[src/rtl/hts_pkg.sv]
`timescale 1ns / 1ps
// ----------------------------------------------------------------------------
// hts_pkg
// Types and constants shared by the hybrid task scheduler modules.
// ----------------------------------------------------------------------------
package hts_pkg;

  localparam int MAX_RESULTS = 8;
  localparam int CNT_W       = 4;

  localparam logic [1:0] OP_ADD      = 2'd0;
  localparam logic [1:0] OP_DELETE   = 2'd1;
  localparam logic [1:0] OP_TICK     = 2'd2;
  localparam logic [1:0] OP_DISPATCH = 2'd3;

  localparam logic [2:0] KIND_ADD     = 3'd0;
  localparam logic [2:0] KIND_DELETE  = 3'd1;
  localparam logic [2:0] KIND_RUN_PRE = 3'd2;
  localparam logic [2:0] KIND_RUN_COOP = 3'd3;
  localparam logic [2:0] KIND_NONE    = 3'd4;

  localparam logic [7:0] PEND_MAX = 8'hFF;

  typedef struct packed {
    logic [1:0]  opcode;
    logic [7:0]  task_id;
    logic [15:0] start_delay;
    logic [15:0] repeat_period;
    logic        cooperative;
    logic [2:0]  target_slot;
  } in_item_t;

  typedef struct packed {
    logic [2:0] kind;
    logic [3:0] slot;
    logic [7:0] run_task;
    logic       last;
  } out_item_t;

  typedef struct packed {
    logic [7:0]  task_id;
    logic [15:0] delay;
    logic [15:0] period;
    logic [7:0]  pending;
    logic        coop;
  } slot_word_t;

  typedef struct packed {
    logic accept;
    logic prime;
    logic step;
    logic flush;
  } hts_cmd_t;

  typedef struct packed {
    logic out_free;
    logic walk_block;
    logic idx_last;
    logic item_walks;
  } hts_status_t;

  typedef enum logic [1:0] {
    ST_IDLE,
    ST_PRIME,
    ST_WALK,
    ST_FLUSH
  } hts_state_t;

endpackage

[src/rtl/hts_ctrl.sv]
`timescale 1ns / 1ps
// ----------------------------------------------------------------------------
// hts_ctrl
// Sequencer for the scheduler: accepts transactions and walks the slot table.
// ----------------------------------------------------------------------------
module hts_ctrl (
  input  logic                clk,
  input  logic                rst_n,
  input  logic                in_valid,
  output logic                in_stall,
  input  hts_pkg::hts_status_t status,
  output hts_pkg::hts_cmd_t    cmd
);
  import hts_pkg::*;

  hts_state_t state_r, state_nxt;

  always_ff @(posedge clk) begin
    if (!rst_n) begin
      state_r <= ST_IDLE;
    end else begin
      state_r <= state_nxt;
    end
  end

  always_comb begin
    state_nxt = state_r;
    cmd       = '0;
    in_stall  = 1'b1;
    unique case (state_r)
      ST_IDLE: begin
        in_stall = !status.out_free;
        if (in_valid && status.out_free) begin
          cmd.accept = 1'b1;
          if (status.item_walks) begin
            state_nxt = ST_PRIME;
          end
        end
      end
      ST_PRIME: begin
        cmd.prime = 1'b1;
        state_nxt = ST_WALK;
      end
      ST_WALK: begin
        if (!status.walk_block) begin
          cmd.step = 1'b1;
          if (status.idx_last) begin
            state_nxt = ST_FLUSH;
          end
        end
      end
      ST_FLUSH: begin
        if (status.out_free) begin
          cmd.flush = 1'b1;
          state_nxt = ST_IDLE;
        end
      end
      default: begin
        state_nxt = ST_IDLE;
      end
    endcase
  end

endmodule

[src/rtl/hts_datapath.sv]
`timescale 1ns / 1ps
// ----------------------------------------------------------------------------
// hts_datapath
// Slot memory, occupancy bits, slot update logic, held result and output
// register of the scheduler.
// ----------------------------------------------------------------------------
module hts_datapath #(
  parameter int NUM_SLOTS = 8,
  parameter int IW        = 3
) (
  input  logic                 clk,
  input  logic                 rst_n,
  input  hts_pkg::in_item_t    in_data,
  output logic                 out_valid,
  input  logic                 out_stall,
  output hts_pkg::out_item_t   out_data,
  input  hts_pkg::hts_cmd_t    cmd,
  output hts_pkg::hts_status_t status
);
  import hts_pkg::*;

  slot_word_t            mem_r [NUM_SLOTS];
  slot_word_t            rd_r;
  logic [NUM_SLOTS-1:0]  used_r;
  logic [IW-1:0]         idx_r;
  logic [1:0]            op_r;
  logic                  held_valid_r;
  out_item_t             held_r;
  logic [CNT_W-1:0]      n_r;
  logic                  out_valid_r;
  out_item_t             out_r;

  logic [6:0]    found;
  logic          add_hit;
  logic          del_hit;
  logic [IW-1:0] next_idx;
  logic          cur_used;
  slot_word_t    upd;
  logic          clr;
  logic          rep;
  logic          report;
  logic [2:0]    rep_kind;
  out_item_t     new_res;
  logic          out_free;
  logic          out_load;
  out_item_t     out_nxt;
  logic          mem_we;
  logic [IW-1:0] mem_waddr;
  slot_word_t    mem_wdata;
  logic          is_add;
  logic          is_del;

  assign out_free = !out_valid_r || !out_stall;
  assign is_add   = cmd.accept && (in_data.opcode == OP_ADD);
  assign is_del   = cmd.accept && (in_data.opcode == OP_DELETE);
  assign del_hit  = 7'(in_data.target_slot) < 7'(NUM_SLOTS);

  // lowest free slot
  always_comb begin
    found   = 7'(NUM_SLOTS);
    add_hit = 1'b0;
    for (int i = NUM_SLOTS - 1; i >= 0; i--) begin
      if (!used_r[i]) begin
        found   = 7'(i);
        add_hit = 1'b1;
      end
    end
  end

  assign next_idx = (idx_r == IW'(NUM_SLOTS - 1)) ? '0 : idx_r + 1'b1;
  assign cur_used = used_r[idx_r];

  always_comb begin
    upd      = rd_r;
    clr      = 1'b0;
    rep      = 1'b0;
    rep_kind = KIND_RUN_PRE;
    if (op_r == OP_TICK) begin
      if (cur_used) begin
        if (rd_r.delay == '0) begin
          if (rd_r.coop) begin
            if (rd_r.pending != PEND_MAX) begin
              upd.pending = rd_r.pending + 1'b1;
            end
          end else begin
            rep = 1'b1;
          end
          if (rd_r.period != '0) begin
            upd.delay = rd_r.period;
          end else if (!rd_r.coop) begin
            clr = 1'b1;
          end
        end else begin
          upd.delay = rd_r.delay - 1'b1;
        end
      end
    end else begin
      rep_kind = KIND_RUN_COOP;
      if (cur_used && rd_r.coop && (rd_r.pending != '0)) begin
        upd.pending = rd_r.pending - 1'b1;
        rep         = 1'b1;
        if (rd_r.period == '0) begin
          clr = 1'b1;
        end
      end
    end
  end

  assign report = rep && (n_r < CNT_W'(MAX_RESULTS));

  always_comb begin
    new_res.kind     = rep_kind;
    new_res.slot     = 4'(idx_r);
    new_res.run_task = rd_r.task_id;
    new_res.last     = 1'b0;
  end

  assign status.out_free   = out_free;
  assign status.walk_block = report && held_valid_r && !out_free;
  assign status.idx_last   = (idx_r == IW'(NUM_SLOTS - 1));
  assign status.item_walks = (in_data.opcode == OP_TICK) || (in_data.opcode == OP_DISPATCH);

  // slot memory
  always_comb begin
    mem_we    = 1'b0;
    mem_waddr = idx_r;
    mem_wdata = upd;
    if (is_add && add_hit) begin
      mem_we            = 1'b1;
      mem_waddr         = found[IW-1:0];
      mem_wdata.task_id = in_data.task_id;
      mem_wdata.delay   = in_data.start_delay;
      mem_wdata.period  = in_data.repeat_period;
      mem_wdata.pending = '0;
      mem_wdata.coop    = in_data.cooperative;
    end else if (cmd.step) begin
      mem_we = 1'b1;
    end
  end

  always_ff @(posedge clk) begin
    if (mem_we) begin
      mem_r[mem_waddr] <= mem_wdata;
    end
    if (cmd.prime) begin
      rd_r <= mem_r[0];
    end else if (cmd.step) begin
      rd_r <= mem_r[next_idx];
    end
  end

  // output selection
  always_comb begin
    out_load = 1'b0;
    out_nxt  = out_r;
    if (is_add) begin
      out_load         = 1'b1;
      out_nxt.kind     = KIND_ADD;
      out_nxt.slot     = found[3:0];
      out_nxt.run_task = '0;
      out_nxt.last     = 1'b1;
    end else if (is_del) begin
      out_load         = 1'b1;
      out_nxt.kind     = del_hit ? KIND_DELETE : KIND_NONE;
      out_nxt.slot     = {1'b0, in_data.target_slot};
      out_nxt.run_task = '0;
      out_nxt.last     = 1'b1;
    end else if (cmd.step && report && held_valid_r) begin
      out_load = 1'b1;
      out_nxt  = held_r;
    end else if (cmd.flush) begin
      out_load = 1'b1;
      if (held_valid_r) begin
        out_nxt      = held_r;
        out_nxt.last = 1'b1;
      end else begin
        out_nxt.kind     = KIND_NONE;
        out_nxt.slot     = '0;
        out_nxt.run_task = '0;
        out_nxt.last     = 1'b1;
      end
    end
  end

  always_ff @(posedge clk) begin
    if (out_load) begin
      out_r <= out_nxt;
    end
    if (cmd.accept) begin
      op_r <= in_data.opcode;
    end
    if (cmd.step && report) begin
      held_r <= new_res;
    end
  end

  always_ff @(posedge clk) begin
    if (!rst_n) begin
      used_r       <= '0;
      out_valid_r  <= 1'b0;
      held_valid_r <= 1'b0;
      n_r          <= '0;
      idx_r        <= '0;
    end else begin
      if (out_load) begin
        out_valid_r <= 1'b1;
      end else if (!out_stall) begin
        out_valid_r <= 1'b0;
      end
      if (is_add && add_hit) begin
        used_r[found[IW-1:0]] <= 1'b1;
      end
      if (is_del) begin
        for (int i = 0; i < NUM_SLOTS; i++) begin
          if (7'(in_data.target_slot) == 7'(i)) begin
            used_r[i] <= 1'b0;
          end
        end
      end
      if (cmd.prime) begin
        idx_r        <= '0;
        held_valid_r <= 1'b0;
        n_r          <= '0;
      end else if (cmd.step) begin
        idx_r <= next_idx;
        if (clr) begin
          used_r[idx_r] <= 1'b0;
        end
        if (report) begin
          held_valid_r <= 1'b1;
          n_r          <= n_r + 1'b1;
        end
      end
    end
  end

  assign out_valid = out_valid_r;
  assign out_data  = out_r;

endmodule

[src/rtl/hybrid_task_scheduler.sv]
`timescale 1ns / 1ps
// ----------------------------------------------------------------------------
// hybrid_task_scheduler
// Time-triggered task table with preemptive runs on tick and cooperative runs
// on dispatch.
//
//   channel | ports                         | direction
//   in      | in_valid, in_stall, in_data   | item in: opcode and task fields
//   out     | out_valid, out_stall, out_data| results: kind, slot, task, last
//
// add and delete give one result.
// tick and dispatch walk the slot table: the slot memory is read and
// written back one slot per cycle, except while out_stall holds the walk.
// out_stall holds the walk only when a new result meets a held result and a full output.
// reset empties the table through the occupancy bits.
// ----------------------------------------------------------------------------
module hybrid_task_scheduler #(
  parameter int NUM_SLOTS = 8
) (
  input  logic               clk,
  input  logic               rst_n,
  input  logic               in_valid,
  output logic               in_stall,
  input  hts_pkg::in_item_t  in_data,
  output logic               out_valid,
  input  logic               out_stall,
  output hts_pkg::out_item_t out_data
);
  import hts_pkg::*;

  localparam int IW = (NUM_SLOTS > 1) ? $clog2(NUM_SLOTS) : 1;

  hts_cmd_t    cmd;
  hts_status_t status;

  hts_ctrl u_ctrl (
    .clk      (clk),
    .rst_n    (rst_n),
    .in_valid (in_valid),
    .in_stall (in_stall),
    .status   (status),
    .cmd      (cmd)
  );

  hts_datapath #(
    .NUM_SLOTS (NUM_SLOTS),
    .IW        (IW)
  ) u_datapath (
    .clk       (clk),
    .rst_n     (rst_n),
    .in_data   (in_data),
    .out_valid (out_valid),
    .out_stall (out_stall),
    .out_data  (out_data),
    .cmd       (cmd),
    .status    (status)
  );

endmodule
[config.mk]
export PLATFORM = sky130hd
export DESIGN_NAME = hybrid_task_scheduler
export DESIGN_NICKNAME = d
export VERILOG_FILES = /design/src/rtl/hts_pkg.sv /design/src/rtl/hts_ctrl.sv /design/src/rtl/hts_datapath.sv /design/src/rtl/hybrid_task_scheduler.sv
export SDC_FILE = /design/constraint.sdc
export NUM_CORES = 1
export LEC_CHECK = 0
export BUFFER_PORTS_ARGS = -buffer_cell sky130_fd_sc_hd__clkbuf_2
export CORE_ASPECT_RATIO = 0.9
export CORE_UTILIZATION = 55
export DETAILED_ROUTE_END_ITERATION = 7
export GPL_ROUTABILITY_DRIVEN = 1
export PLACE_DENSITY = 0.72
export SLEW_MARGIN = 20
export SYNTH_ARGS = -nofsm -noshare
export SYNTH_HDL_FRONTEND = slang
export SYNTH_HIERARCHICAL = 1
export SYNTH_SLANG_ARGS = --single-unit
[constraint.sdc]
create_clock -name clk -period 12.1 [get_ports clk]
set_input_delay 1.21 -clock clk [delete_from_list [all_inputs] [get_ports clk]]
set_output_delay 1.21 -clock clk [all_outputs]
set_load 0.02 [all_outputs]
Word level (Yosys, flattened, before mapping)

Memories as Yosys holds them, arrays and structs flattened.
Cells that the tools add are included.
Widths: inputs -> output; s select.

Input port bits: 50
Bits in registers: 100
Output and inout bits: 18
Logic and storage cells: 181
Memories: 1
Bits in writable memories: 392

Memory list:

| memory           | words | width | rd ports | clocked after memory_dff | write ports | line               | RTL |
|---|---|---|---|---|---|---|---|
| u_datapath.mem_r | 8     | 49    | 2        | 0                        | 1           | hts_datapath.sv:22 | `slot_word_t mem_r [NUM_SLOTS];` |

Bitwise operators: 4
Eq/ne operators: 22
Reduce and logical (&&, ||, !) cells: 32
Multiplexer cells: 92
Add/sub/neg operators: 5
Order comparisons: 5

Operators with widths:

| operator              | number |
|---|---|
| $mux 49               | 3 |
| $mux 16               | 7 |
| $mux 8                | 12 |
| $mux 1                | 49 |
| $logic_not 16->1      | 2 |
| $mux 4                | 8 |
| $reduce_bool 16->1    | 1 |
| $sub 16x1->16 const B | 1 |
| $eq 3x3->1 const B    | 5 |
| $mux 14               | 1 |
| $logic_and 1x1->1     | 13 |
| $mux 13               | 1 |
| $eq 2x2->1 const B    | 5 |
| $mux 2                | 5 |
| $add 8x1->8 const B   | 1 |
| $and 8x8->8           | 1 |
| $lt 3x4->1 const B    | 2 |
| $ne 8x8->1 const B    | 1 |
| $not 8->8             | 1 |
| $or 8x8->8            | 1 |
| $pmux 2 s4            | 1 |
| $reduce_bool 8->1     | 1 |
| $sub 8x1->8 const B   | 1 |
| $demux 1 s3           | 2 |
| other kinds (21)      | 35 |

Depth between registers and ports, before layout

Word-level depth: 21
Mapped depth: 13
Mapped depth without buffers: 12

Cells and area by module

The synthesis kept the hierarchy.

By module, submodules not included:

| module       | sequential area each (µm²) | times used | cells an instance | area an instance (µm²) |
|---|---|---|---|---|
| hts_datapath | 14483.9                    | 1          | 1346              | 20754.9 |
| hts_ctrl     | 40.0                       | 1          | 21                | 177.7 |

Worst setup path after synthesis

OpenSTA, ideal clock, no wires.

Path kind: input to register
From: input out_stall
To: memory u_datapath/mem_r[5][0] in the netlist's numbering, enable pin
Stages: 11
Arrival time: 6.177 ns
Required time: 11.584 ns
Buffers on the path: 2
Setup time: 0.516 ns
Slack: 5.406 ns
Cell sequence: and2_1 > inv_1 > buf_4 > and3_1 > nand2b_1 > nor2_1 > o21a_1 > clkbuf_1 > nand2_1 > o31a_1 > nor3_1

RTL lines:

| what            | line                        | RTL |
|---|---|---|
| start, declared | hybrid_task_scheduler.sv:26 | `input logic out_stall,` |
| end, declared   | hts_datapath.sv:22          |  |

==> results.json <==
{
  "cts_buffers": 48,
  "dp.cells": 1865,
  "routedWlPerCell_um": 22.6,
  "initial_core_util_pct": 56.0,
  "drive_gt1_share_pct": 16.0,
  "worstReg2RegStart": "u_datapath/rd_r[5]$_DFFE_PP_",
  "via_count": 11912,
  "period_needed_ns": 4.50,
  "cts_resized": 0,
  "fp.dieW_um": 208,
  "r2r_setup_slack_ns": 7.68,
  "yosysSeqAreaShare_pct": 69.4,
  "hold_end": "u_datapath/held_r[5]$_DFFE_PP_",
  "hold_viol": 0,
  "drc": 0,
  "dr.pass1.iters": 5,
  "slew_viol_final": 0,
  "grt_pass1_vias": 11659,
  "dp_hpwl_um": 24800,
  "fp.dieH_um": 187,
  "final_common_cell": "edfxtp_1",
  "status": "completed",
  "register_area_um2": 14500,
  "final_area_um2": 23400,
  "yosysWarnings": 6,
  "ctsLongestPathBuffers": 3,
  "avgSynthCellArea_um2": 15.3,
  "stdcell_count": 1952,
  "clk_pin_slew_worst_paths_ns": 0.06,
  "worstPathArrival_ns": 4.69,
  "area_growth_pct": 11.8,
  "n_antenna_cell": 0,
  "fmax_mhz": 222,
  "viasPerCell": 6.10,
  "core_area_um2": 37400,
  "p_total_mw": 4.99,
  "cp-start-kind": "input pin",
  "max_slew_margin_pct": 25.5,
  "hold_path.class": "flop to flop",
  "required_ns": 12.29,
  "async_flop_share_pct": 0,
  "pin_count": 68,
  "period_share_pct": 37.2,
  "grt_first_pass_wirelength_um": 67500,
  "drt_iter0_markers": 997,
  "multiInputGateArea_um2": 6140,
  "setup_viol": 0,
  "netlist_area_um2": 20900,
  "cp-end-kind": "flop",
  "ys_ff_latch": 490,
  "cts_tree": "built",
  "n_fill_cell": 2693,
  "place_congestion": 0.885,
  "synth_edf_count": 471,
  "portBuffers": 67,
  "reg2reg_to": "u_datapath/mem_r[5][24]$_DFFE_PP_",
  "grt-ovfl-total": 0,
  "ant_nets": 0,
  "placed_area_um2": 21800,
  "layout_common_cells": "edfxtp_1, mux2i_1, nand2_1, o21ai_0, nor2_1",
  "worstHoldPathCells": 0,
  "ys_types": 62,
  "insertion_delay_ns": 0.59,
  "antenna_found_initial": 0,
  "globalRouteTotalUtil_pct": 22.8,
  "skew_ns": 0.0379,
  "ir_drop_uv": 141,
  "synth_cells": 1367,
  "r2r_cells": 10,
  "layout_setup_ws_ns": 7.60,
  "cts-root-buf": "clkbuf_16",
  "path_class": "input pin to flop",
  "htreeDepth": 2,
  "fin_setup_tns_ns": 0,
  "crit_path_max_fanout": 49,
  "routed_wl_um": 44100,
  "placementRows": 67,
  "cts_hold_buf": 0,
  "dpl_worst_slack_ns": 7.11,
  "rsz0062_at_grt": "false",
  "power_density_nw_per_um2": 213,
  "synth_ff_type": "edfxtp_1",
  "cts_setup_buffers": 0,
  "tightestPinTransition_ns": 1.12,
  "clock-sinks": 490,
  "cap_violations": 0,
  "p_leak_nw": 8.13,
  "grt_max_degree": 102,
  "min-delay-start": "u_datapath/new_res[5]$_DFFE_PP_",
  "fin_nets": 1495,
  "dieArea_um2": 38800,
  "syn_nets": 1429
}
how the worst max path moves through the flow:
| stage | startpoint | endpoint | depth (start not counted) |
|---|---|---|---|
| floorplan | out_stall | u_datapath/mem_r[5][0]$_DFFE_PP_ | 11 |
| global placement | out_stall | u_datapath/mem_r[5][24]$_DFFE_PP_ | 12 |
| detailed placement | out_stall | u_datapath/mem_r[5][24]$_DFFE_PP_ | 12 |
| CTS | u_datapath/rd_r[5]$_DFFE_PP_ | u_datapath/out_data[2]$_SDFFCE_PP0P_ | 8 |
| global route | out_stall | u_datapath/mem_r[5][24]$_DFFE_PP_ | 12 |
| finish | out_stall | u_datapath/mem_r[5][24]$_DFFE_PP_ | 12 |
where the power goes:
part | switching, mW | internal, mW | leakage (nW)
combinational | 0.683 | 0.342 | 2.94
clock | 0.625 | 0.861 | 0.762
sequential | 0.162 | 2.32 | 4.43
total | 1.47 | 3.52 | 8.13
synth_stat cells (all sizes together), types with 5 or more instances:
master | count | area share (%)
a21oi | 31 | 0.74
a31oi | 12 | 0.36
and2 | 5 | 0.15
and3 | 12 | 0.36
buf | 32 | 0.72
clkbuf | 41 | 0.74
dfxtp | 19 | 1.8
edfxtp | 471 | 68
ha | 12 | 0.72
inv | 13 | 0.23
mux2 | 5 | 0.27
mux2i | 207 | 9.9
mux4 | 51 | 5.5
nand2 | 171 | 3.1
nand2b | 10 | 0.30
nand3 | 17 | 0.41
nand4 | 7 | 0.21
nor2 | 73 | 1.3
nor2b | 8 | 0.24
nor3 | 15 | 0.36
nor4 | 11 | 0.39
o21ai | 80 | 1.9
critical path, cell delays in order:
cell and delay [ns]:
clkbuf_2 0.08, and2_1 0.18, inv_1 0.12, and3_1 0.25
nand2b_1 0.31, nor2_1 0.58, o21a_2 0.23, buf_4 0.53
nand2_1 0.15, o31a_1 0.17, nor3_2 0.11, buf_4 0.73
sequential cells by signal, indices dropped and copies added (netlist names), 3 cells and up:
signal               count
u_datapath/mem_r       392
u_datapath/rd_r         41
u_datapath/out_data     16
u_datapath/held_r       12
u_datapath/new_res       8
u_datapath/used_r        8
u_datapath/n_r           4
u_datapath/idx_r         3
area by class of cell:
cell class / count / share of cell area (%)
clock inverter: 22 / 1.21
multi-input combinational: 790 / 26.2
clock buffer: 64 / 5.52
timing repair buffer: 89 / 2.15
tap: 483 / 2.58
sequential: 490 / 62.1
inverter: 14 / 0.225
metal layers:
layer,routed length [um],global-route usage [%],vias up
li1,-,-,5395
met1,19500,32.5,5998
met2,21000,36.5,424
met3,2650,3.78,95
met4,991,6.70,0
met5,0,0,-
cells by family after synthesis:
group	synth area share [%]
mux	15.7
buf+inv	1.71
compound gates	4.80
fa+ha+maj	0.717
flops	69.4
simple gates	7.40
xor+xnor	0.335
metrics by stage:
stage | util (%) | hold WS, ns
2_1_floorplan | - | 0.426
3_3_place_gp | 58.4 | 0.435
3_5_place_dp | 58.4 | 0.439
4_1_cts | 62.6 | 0.453
5_1_grt | 62.6 | 0.470
6_report | 62.6 | 0.446
Note: power is estimated with default switching activity, not from simulation.
